### src/scpf_pkg.sv
package scpf_pkg;

   // Packet constants
   localparam logic [7:0]  HDR_HI = 8'hEF;
   localparam logic [7:0]  HDR_LO = 8'h01;
   localparam logic [31:0] DEVICE_ADDRESS_RESET = 32'hFFFF_FFFF;

   // Configuration space: one 32-bit register at byte address 0
   localparam int CSR_ADDR_W = 3;
   localparam logic CSR_IDX_DEVICE_ADDRESS = 1'b0;

   // Depth of the command queue between front and back
   localparam int CMD_DEPTH = 2;

   // Input item kinds
   localparam logic FUNC_START = 1'b0;
   localparam logic FUNC_PARAM = 1'b1;

   // One classified job for the back end
   typedef struct packed {
      logic        is_start;
      logic [7:0]  flag;
      logic        len_hi;
      logic [7:0]  len_lo;
      logic [7:0]  data;
      logic        with_check;
      logic [15:0] sum;
   } scpf_cmd_type;

   // Back end sequencer: one state per byte position of a packet
   typedef enum logic [3:0] {
      ST_IDLE,
      ST_HDR_HI,
      ST_HDR_LO,
      ST_ADDR_3,
      ST_ADDR_2,
      ST_ADDR_1,
      ST_ADDR_0,
      ST_FLAG,
      ST_LEN_HI,
      ST_LEN_LO,
      ST_DATA,
      ST_SUM_HI,
      ST_SUM_LO
   } scpf_state_type;

endpackage

### src/scpf_front.sv
module scpf_front
   import scpf_pkg::*;
(
   input  logic         clock,
   input  logic         reset,
   input  logic         accept,
   input  logic         func,
   input  logic [7:0]   data_byte,
   input  logic [7:0]   packet_flag,
   input  logic [7:0]   param_count,
   output logic         cmd_push,
   output scpf_cmd_type cmd
);

   logic        open_ff, open_in;
   logic [7:0]  left_ff, left_in;
   logic [15:0] sum_ff, sum_in;

   logic [8:0]  len;
   logic [15:0] start_sum;
   logic [15:0] param_sum;
   logic        last_param;

   assign len        = {1'b0, param_count} + 9'd3;
   assign start_sum  = 16'(packet_flag) + 16'(len[8]) + 16'(len[7:0]) + 16'(data_byte);
   assign param_sum  = sum_ff + 16'(data_byte);
   assign last_param = (left_ff == 8'd1);

   always_comb begin
      open_in  = open_ff;
      left_in  = left_ff;
      sum_in   = sum_ff;
      cmd_push = 1'b0;
      cmd      = '0;
      if (accept) begin
         if (func == FUNC_START) begin
            // a start abandons any open packet
            cmd_push       = 1'b1;
            cmd.is_start   = 1'b1;
            cmd.flag       = packet_flag;
            cmd.len_hi     = len[8];
            cmd.len_lo     = len[7:0];
            cmd.data       = data_byte;
            cmd.with_check = (param_count == 8'd0);
            cmd.sum        = start_sum;
            open_in        = (param_count != 8'd0);
            left_in        = param_count;
            sum_in         = start_sum;
         end else if (open_ff) begin
            cmd_push       = 1'b1;
            cmd.data       = data_byte;
            cmd.with_check = last_param;
            cmd.sum        = param_sum;
            left_in        = left_ff - 8'd1;
            sum_in         = param_sum;
            open_in        = !last_param;
         end
         // parameter with no packet open: dropped
      end
   end

   always_ff @(posedge clock) begin
      if (reset) begin
         open_ff <= 1'b0;
         left_ff <= 8'd0;
         sum_ff  <= 16'd0;
      end else begin
         open_ff <= open_in;
         left_ff <= left_in;
         sum_ff  <= sum_in;
      end
   end

endmodule

### src/scpf_cmd_queue.sv
module scpf_cmd_queue
   import scpf_pkg::*;
#(
   parameter int Depth = CMD_DEPTH
) (
   input  logic         clock,
   input  logic         reset,
   input  logic         push,
   input  scpf_cmd_type din,
   output logic         full,
   input  logic         pop,
   output logic         valid,
   output scpf_cmd_type dout
);

   localparam int PtrW = (Depth > 1) ? $clog2(Depth) : 1;
   localparam int CntW = $clog2(Depth + 1);

   scpf_cmd_type       slot_ff [Depth];
   logic [PtrW-1:0]    wr_ff, wr_in;
   logic [PtrW-1:0]    rd_ff, rd_in;
   logic [CntW-1:0]    cnt_ff, cnt_in;
   logic               do_push, do_pop;

   assign full    = (cnt_ff == CntW'(Depth));
   assign valid   = (cnt_ff != '0);
   assign dout    = slot_ff[rd_ff];
   assign do_push = push && !full;
   assign do_pop  = pop && valid;

   always_comb begin
      wr_in  = wr_ff;
      rd_in  = rd_ff;
      cnt_in = cnt_ff;
      if (do_push) begin
         wr_in = (wr_ff == PtrW'(Depth - 1)) ? '0 : wr_ff + 1'b1;
      end
      if (do_pop) begin
         rd_in = (rd_ff == PtrW'(Depth - 1)) ? '0 : rd_ff + 1'b1;
      end
      if (do_push && !do_pop) begin
         cnt_in = cnt_ff + 1'b1;
      end else if (do_pop && !do_push) begin
         cnt_in = cnt_ff - 1'b1;
      end
   end

   always_ff @(posedge clock) begin
      if (reset) begin
         wr_ff  <= '0;
         rd_ff  <= '0;
         cnt_ff <= '0;
      end else begin
         wr_ff  <= wr_in;
         rd_ff  <= rd_in;
         cnt_ff <= cnt_in;
      end
   end

   always_ff @(posedge clock) begin
      if (do_push) begin
         slot_ff[wr_ff] <= din;
      end
   end

   a_cnt_bound: assert property (@(posedge clock) disable iff (reset)
      cnt_ff <= CntW'(Depth))
      else $error("command queue overfilled");

   a_no_lost_push: assert property (@(posedge clock) disable iff (reset)
      (push && full && !pop) |=> (cnt_ff == CntW'(Depth)))
      else $error("command queue count moved on a refused push");

   a_no_pop_empty: assert property (@(posedge clock) disable iff (reset)
      (!valid && !push) |=> !valid)
      else $error("command queue became non-empty without a push");

endmodule

### src/scpf_back.sv
module scpf_back
   import scpf_pkg::*;
(
   input  logic         clock,
   input  logic         reset,
   input  logic [31:0]  device_address,
   input  logic         cmd_valid,
   input  scpf_cmd_type cmd,
   output logic         cmd_pop,
   output logic         empty,
   input  logic         pop,
   output logic [7:0]   tx_byte,
   output logic         end_of_packet
);

   scpf_state_type state_ff, state_in;
   scpf_cmd_type   cur_ff;

   // two-entry output buffer
   logic [7:0] ob_byte_ff [2];
   logic       ob_eop_ff  [2];
   logic       ob_wr_ff, ob_rd_ff;
   logic [1:0] ob_cnt_ff, ob_cnt_in;

   logic       can_emit, emit, take;
   logic [7:0] emit_byte;
   logic       emit_eop;

   assign can_emit = (ob_cnt_ff != 2'd2);
   assign emit     = (state_ff != ST_IDLE) && can_emit;
   assign take     = pop && !empty;
   assign cmd_pop  = (state_ff == ST_IDLE) && cmd_valid;

   // next state
   always_comb begin
      state_in = state_ff;
      case (state_ff)
         ST_IDLE: begin
            if (cmd_valid) begin
               state_in = cmd.is_start ? ST_HDR_HI : ST_DATA;
            end
         end
         ST_HDR_HI: if (can_emit) state_in = ST_HDR_LO;
         ST_HDR_LO: if (can_emit) state_in = ST_ADDR_3;
         ST_ADDR_3: if (can_emit) state_in = ST_ADDR_2;
         ST_ADDR_2: if (can_emit) state_in = ST_ADDR_1;
         ST_ADDR_1: if (can_emit) state_in = ST_ADDR_0;
         ST_ADDR_0: if (can_emit) state_in = ST_FLAG;
         ST_FLAG:   if (can_emit) state_in = ST_LEN_HI;
         ST_LEN_HI: if (can_emit) state_in = ST_LEN_LO;
         ST_LEN_LO: if (can_emit) state_in = ST_DATA;
         ST_DATA: begin
            if (can_emit) begin
               state_in = cur_ff.with_check ? ST_SUM_HI : ST_IDLE;
            end
         end
         ST_SUM_HI: if (can_emit) state_in = ST_SUM_LO;
         ST_SUM_LO: if (can_emit) state_in = ST_IDLE;
         default:   state_in = ST_IDLE;
      endcase
   end

   // byte select
   always_comb begin
      emit_eop = 1'b0;
      case (state_ff)
         ST_HDR_HI: emit_byte = HDR_HI;
         ST_HDR_LO: emit_byte = HDR_LO;
         ST_ADDR_3: emit_byte = device_address[31:24];
         ST_ADDR_2: emit_byte = device_address[23:16];
         ST_ADDR_1: emit_byte = device_address[15:8];
         ST_ADDR_0: emit_byte = device_address[7:0];
         ST_FLAG:   emit_byte = cur_ff.flag;
         ST_LEN_HI: emit_byte = {7'd0, cur_ff.len_hi};
         ST_LEN_LO: emit_byte = cur_ff.len_lo;
         ST_DATA:   emit_byte = cur_ff.data;
         ST_SUM_HI: emit_byte = cur_ff.sum[15:8];
         ST_SUM_LO: begin
            emit_byte = cur_ff.sum[7:0];
            emit_eop  = 1'b1;
         end
         default:   emit_byte = 8'd0;
      endcase
   end

   always_comb begin
      ob_cnt_in = ob_cnt_ff;
      if (emit && !take) begin
         ob_cnt_in = ob_cnt_ff + 2'd1;
      end else if (take && !emit) begin
         ob_cnt_in = ob_cnt_ff - 2'd1;
      end
   end

   always_ff @(posedge clock) begin
      if (reset) begin
         state_ff  <= ST_IDLE;
         ob_wr_ff  <= 1'b0;
         ob_rd_ff  <= 1'b0;
         ob_cnt_ff <= 2'd0;
      end else begin
         state_ff  <= state_in;
         ob_cnt_ff <= ob_cnt_in;
         if (emit) ob_wr_ff <= !ob_wr_ff;
         if (take) ob_rd_ff <= !ob_rd_ff;
      end
   end

   always_ff @(posedge clock) begin
      if (cmd_pop) begin
         cur_ff <= cmd;
      end
      if (emit) begin
         ob_byte_ff[ob_wr_ff] <= emit_byte;
         ob_eop_ff[ob_wr_ff]  <= emit_eop;
      end
   end

   assign empty         = (ob_cnt_ff == 2'd0);
   assign tx_byte       = ob_byte_ff[ob_rd_ff];
   assign end_of_packet = ob_eop_ff[ob_rd_ff];

   a_ob_bound: assert property (@(posedge clock) disable iff (reset)
      ob_cnt_ff <= 2'd2)
      else $error("output buffer overfilled");

   a_idle_waits: assert property (@(posedge clock) disable iff (reset)
      (state_ff == ST_IDLE && !cmd_valid) |=> (state_ff == ST_IDLE))
      else $error("sequencer left idle without a command");

   a_eop_closes: assert property (@(posedge clock) disable iff (reset)
      (state_ff == ST_SUM_LO && emit) |=> (state_ff == ST_IDLE))
      else $error("sequencer did not close after the checksum");

endmodule

### src/sensor_command_packet_framer.sv
// Command packet framer for a serial sensor link, one byte per result beat.
//
// Input channel (push/full): a start beat (req_func = 0) carries the flag,
// the command code and the parameter count; a parameter beat (req_func = 1)
// carries one parameter byte. A beat is taken when push is high and full low.
// Result channel (empty/pop): each beat is one byte to transmit; the low
// checksum byte is marked with rsp_end_of_packet.
// Configuration: APB-style port, device_address at byte address 0.
//
// Path: the first byte of an item passes the command queue, the sequencer
// state register and the output buffer before it is visible.
// Throughput: the back end sends one byte per cycle while the output buffer
// has room, and passes through idle to fetch each command. The front accepts
// one beat per cycle while the command queue has room.
//
// Reset clears the open-packet state, both queues and the sequencer and sets
// device_address to all ones. When the receiver holds off pop, the two-entry
// output buffer fills, the sequencer holds its byte, the command queue fills
// and full rises; nothing is lost.
module sensor_command_packet_framer
   import scpf_pkg::*;
#(
   parameter int CmdDepth = CMD_DEPTH
) (
   input  logic                  clock,
   input  logic                  reset,
   // input channel
   input  logic                  push,
   output logic                  full,
   input  logic                  req_func,
   input  logic [7:0]            req_data_byte,
   input  logic [7:0]            req_packet_flag,
   input  logic [7:0]            req_param_count,
   // result channel
   output logic                  empty,
   input  logic                  pop,
   output logic [7:0]            rsp_tx_byte,
   output logic                  rsp_end_of_packet,
   // configuration
   input  logic                  psel,
   input  logic                  penable,
   input  logic                  pwrite,
   input  logic [CSR_ADDR_W-1:0] paddr,
   input  logic [31:0]           pwdata,
   output logic [31:0]           prdata,
   output logic                  pready
);

   logic [31:0]  dev_addr_ff;
   logic         csr_sel_addr;
   logic         accept;
   logic         cmd_push, cmd_valid, cmd_pop, cmd_full;
   scpf_cmd_type cmd_in, cmd_out;

   // register decode: word index sits above the byte offset
   assign csr_sel_addr = (paddr[CSR_ADDR_W-1] == CSR_IDX_DEVICE_ADDRESS);
   assign pready       = 1'b1;
   assign prdata       = csr_sel_addr ? dev_addr_ff : 32'd0;

   always_ff @(posedge clock) begin
      if (reset) begin
         dev_addr_ff <= DEVICE_ADDRESS_RESET;
      end else if (psel && penable && pwrite && pready && csr_sel_addr) begin
         dev_addr_ff <= pwdata;
      end
   end

   assign full   = cmd_full;
   assign accept = push && !cmd_full;

   // front: classifies beats, keeps the running checksum
   scpf_front u_front (
      .clock       (clock),
      .reset       (reset),
      .accept      (accept),
      .func        (req_func),
      .data_byte   (req_data_byte),
      .packet_flag (req_packet_flag),
      .param_count (req_param_count),
      .cmd_push    (cmd_push),
      .cmd         (cmd_in)
   );

   scpf_cmd_queue #(
      .Depth (CmdDepth)
   ) u_queue (
      .clock (clock),
      .reset (reset),
      .push  (cmd_push),
      .din   (cmd_in),
      .full  (cmd_full),
      .pop   (cmd_pop),
      .valid (cmd_valid),
      .dout  (cmd_out)
   );

   // back: expands commands into bytes
   scpf_back u_back (
      .clock          (clock),
      .reset          (reset),
      .device_address (dev_addr_ff),
      .cmd_valid      (cmd_valid),
      .cmd            (cmd_out),
      .cmd_pop        (cmd_pop),
      .empty          (empty),
      .pop            (pop),
      .tx_byte        (rsp_tx_byte),
      .end_of_packet  (rsp_end_of_packet)
   );

endmodule

### config.mk
export PLATFORM = sky130hd
export DESIGN_NAME = sensor_command_packet_framer
export DESIGN_NICKNAME = d
export VERILOG_FILES = /design/src/scpf_pkg.sv /design/src/scpf_front.sv /design/src/scpf_cmd_queue.sv /design/src/scpf_back.sv /design/src/sensor_command_packet_framer.sv
export SDC_FILE = /design/constraint.sdc
export NUM_CORES = 1
export LEC_CHECK = 0
export ABC_AREA = 1
export BUFFER_PORTS_ARGS = -buffer_cell sky130_fd_sc_hd__buf_4
export CAP_MARGIN = 30
export CORE_ASPECT_RATIO = 0.7
export CORE_MARGIN = 2
export CORE_UTILIZATION = 35
export CTS_CLUSTER_DIAMETER = 120
export DETAILED_ROUTE_END_ITERATION = 7
export MAX_ROUTING_LAYER = met4
export PLACE_DENSITY = 0.48
export SLEW_MARGIN = 20
export SYNTH_ARGS = -nofsm -noshare
export SYNTH_HDL_FRONTEND = slang
export SYNTH_HIERARCHICAL = 1
export SYNTH_SLANG_ARGS = --single-unit
### constraint.sdc
create_clock -name clock -period 6.1 [get_ports clock]
set_input_delay 1.525 -clock clock [delete_from_list [all_inputs] [get_ports clock]]
set_output_delay 1.525 -clock clock [all_outputs]
set_load 0.1 [all_outputs]
==> impl_metrics.tcl <==
set metrics [dict create \
    cp.arrival_ns 5.24 \
    synthArstFlopShare 0 \
    die_w_um 217 \
    die_y_um 153 \
    synth_top_family_by_area "simple AND/OR/NAND/NOR gates" \
    synth_commonest_cells "nand2_1 (251), edfxtp_1 (146), inv_1 (140)" \
    slew_headroom 0.401 \
    unrepaired_setup_endpoints_after_global_routing "no" \
    ios 111 \
    synth_enable_flop_cells 146 \
    synth_fa_ha_area_frac 0.0421 \
    clkPwrFrac 0.260 \
    via_count_of_the_first_global_routing_pass 7718 \
    yosys.cell_count.top_type "nand2_1" \
    max_freq_mhz 202 \
    placementRows 54 \
    antenna_cells 0 \
    route.antenna.remaining_nets 0 \
    synth_cells 1177 \
    timing.final.setup_violations 0 \
    hold_class "flop to flop" \
    p_int_uw 3340 \
    worstSetupEndpointType "flop" \
    cts_max_path_buffers 3 \
    first_pass_iters 5 \
    post-synth-top-area-fraction 0.395 \
    portBuffers 107 \
    prevailing_post_synth_register_cell "edfxtp_1" \
    clk_latency_ns 0.53 \
    synth.lib_cells_used.distinct 50 \
    hold_buffers 0 \
    clk_transition_reported_paths_ns 0.06 \
    max_slew.worst_pin.slew_ns 0.896 \
    switching_share 0.374 \
    ratio_of_final_minimum_period_to_clock_period 0.813 \
    fin_tns_setup_ns 0 \
    ctsResizeCount 0 \
    share_of_cell_area_taken_by_muxes_after_synthesis 0.0662 \
    drt_iter0_markers 607 \
    first_pass_grt_wire_length_mm 44.9 \
    sequentialPowerShare 0.395 \
    grt_overall_usage 0.180 \
    finalNetCount 1383 \
    final_layout_size_suffix_gt1_frac 0.189 \
    clock_sink_count 217 \
    final-hold-violation-count 0 \
    areaGrowthSynthToFinish_pct 16.9 \
    ir_drop_mv 0.380 \
    final.min_clock_period_ns 4.96 \
    cap_viol_max_count 0 \
    p_comb_frac 0.345 \
    dpl-instance-area_um2 12200 \
    synthesis.area_per_instance_um2 9.44 \
    final_cell_area_um2 13000 \
    finalMaxSlewViolations 0 \
    outcome "complete, no violations" \
    totalWireLength_mm 28.9 \
    synthSimpleGateAreaFrac 0.217 \
    drc_errors 0 \
    global_routing_usage_on_met3 0.0302 \
    dp_hpwl_mm 21.2 \
    grt_busiest_layer "met1" \
    synth-compound-area-share 0.0636 \
    grtUsageMet2 0.240 \
    worstPathRequired_ns 6.38 \
    worstSetupPathType "primary input to flop" \
    clock_skew_ns 0.0140 \
    cts_post_setup_buffers_inserted 0 \
    netlist_area_um2 11100 \
    wl_per_cell_um 16.9 \
    route.detailed.vias_per_inst 4.76 \
    crit_path_max_fanout 6 \
    globalRouteOverflowTotal 0 \
    tritoncts.num_buffers 24 \
    tritoncts_clock_tree "built" \
    power.static_leakage_uw 0.00587 \
    yosys.area_share.xor_xnor 0.0134 \
    met1_usage 0.280 \
    initial_core_util 0.356 \
    yosys_warnings 6 \
    htree_num_levels 1 \
    synth.yosys.seq_area_share 0.522 \
    yosys-top-cells-area "edfxtp_1 (39%), dfxtp_1 (13%), nand2_1 (8.5%)" \
    grt_antenna_before_repair 0 \
    gpl.final_weighted_congestion 0.856 \
    syn_nets 1279 \
    clockRootBuffer "clkbuf_16" \
    core-area_um2 31200 \
    fillers 3141 \
    die-area_um2 33200 \
    power.switching_uw 1990 \
    vias 8172 \
    synth_largest_area_cell "edfxtp_1" \
    grt_start_max_net_pins 44 \
    startpoint_type "primary input" \
    power-per-cell-area_nw_per_um2 411 \
    synth_seq_cells 217 \
]
flip-flops by register name, summed over array words and instances, names as in the netlist, 2 cells and up, named ones only:
register / cells
dev_addr_ff: 32
u_back/cur_ff: 42
u_back/ob_byte_ff: 16
u_back/ob_cnt_ff: 2
u_back/ob_eop_ff: 2
u_back/state_ff: 4
u_front/left_ff: 8
u_front/sum_ff: 16
u_queue/cnt_ff: 2
u_queue/slot_ff: 86
cells in the final DEF, fill, tap and decap left out, types with 3 or more instances in the layout:
cell type	Yosys	final
a21oi_1	66	66
dfxtp_1	71	70
nor2_1	120	117
o21ai_0	29	29
fa_1	4	4
xor2_1	12	12
inv_1	140	140
nand3_1	125	125
clkbuf_16	0	25
nand3b_1	8	8
clkbuf_1	8	9
nand4_1	14	14
mux2_4	40	40
mux2_2	12	12
buf_4	4	111
nor2_4	4	7
nand2_1	251	251
nand2_2	4	4
a21oi_2	5	5
o2bb2ai_1	3	3
ha_1	31	31
edfxtp_1	146	146
or2_1	3	3
nor2_2	6	6
inv_2	13	13
xnor2_1	5	5
clkinv_2	0	3
final cells by class:
type,instances,area (um2),share of cell area
tap,420,526,0.0405
clock inverter,9,77.6,0.00597
clock buffer,34,659,0.0508
inverter,153,574,0.0442
timing repair buffer,112,848,0.0653
sequential,217,5810,0.447
multi-input combinational,773,4490,0.346
power groups by stage:
stage / Combinational, uW / Clock [uW] / Sequential (uW)
final: 1840 / 1390 / 2110
after detailed placement: 1840 / 0 / 2140
after CTS: 1850 / 1430 / 2110
after global placement: 1840 / 0 / 2140
after global routing: 2010 / 1480 / 2140
after floorplan: 1430 / 0 / 2110
logic make-up (layout without fill, tap and decap cells):
group                      count (synthesis)  after routing
adders and majority gates                 35             35
DFF                                      217            217
muxes                                     52             52
xor gates and xnor gates                  17             17
AOI/OAI and AO/OA                        121            121
buffers and inverters                    187            308
and+or+nand+nor                          547            547
other                                      1              1
metrics by stage:
step                hold slack (ns)  total power [uW]  setup WS, ns  utilization  cells
finish                        0.475              5340          1.14        0.416   1718
detailed placement            0.464              3980         0.633        0.392   1675
CTS                           0.475              5380          1.17        0.416   1718
global placement              0.459              3970         0.626        0.392   1674
global route                  0.489              5630         0.767        0.416   1718
floorplan                     0.447              3540          1.17            -   1177
worst max-delay path, stage by stage:
cell and delay [ns]:
buf_4 0.12, inv_1 0.07, ha_1 0.22, nor3_1 0.30
nand3_1 0.16, nand3b_1 0.24, fa_1 0.43, fa_1 0.41
nand3b_1 0.17, nand2_1 0.15, xor2_1 0.16, inv_1 0.05
ha_1 0.36, nand2_1 0.10, nand2_1 0.05, inv_1 0.08
nor2_1 0.04, nor2_1 0.11, nand2_1 0.07, nand2_1 0.07
nand2_1 0.06, nand2_1 0.09, nand2_1 0.06, nand2_1 0.09
inv_1 0.06
path summary, 6_finish.rpt:
check / cells past startpoint / to / start / slack (ns)
worst max-delay path: 25 / u_queue/slot_ff[0][9] / req_param_count[0] / 1.14
worst min-delay path: 2 / u_front/sum_ff[0] / u_front/sum_ff[0] / 0.47
worst max register to register: 8 / u_queue/slot_ff[1][11] / u_queue/cnt_ff[1] / 2.94
worst min register to register: 2 / u_front/sum_ff[0] / u_front/sum_ff[0] / 0.47
per-layer routing:
layer  share of wire  up-vias
met5               0        -
met4           0.018        0
met3           0.047       41
met2            0.40      176
met1            0.54     3829
li1                -     4126
(Power assumes the default switching activity.)
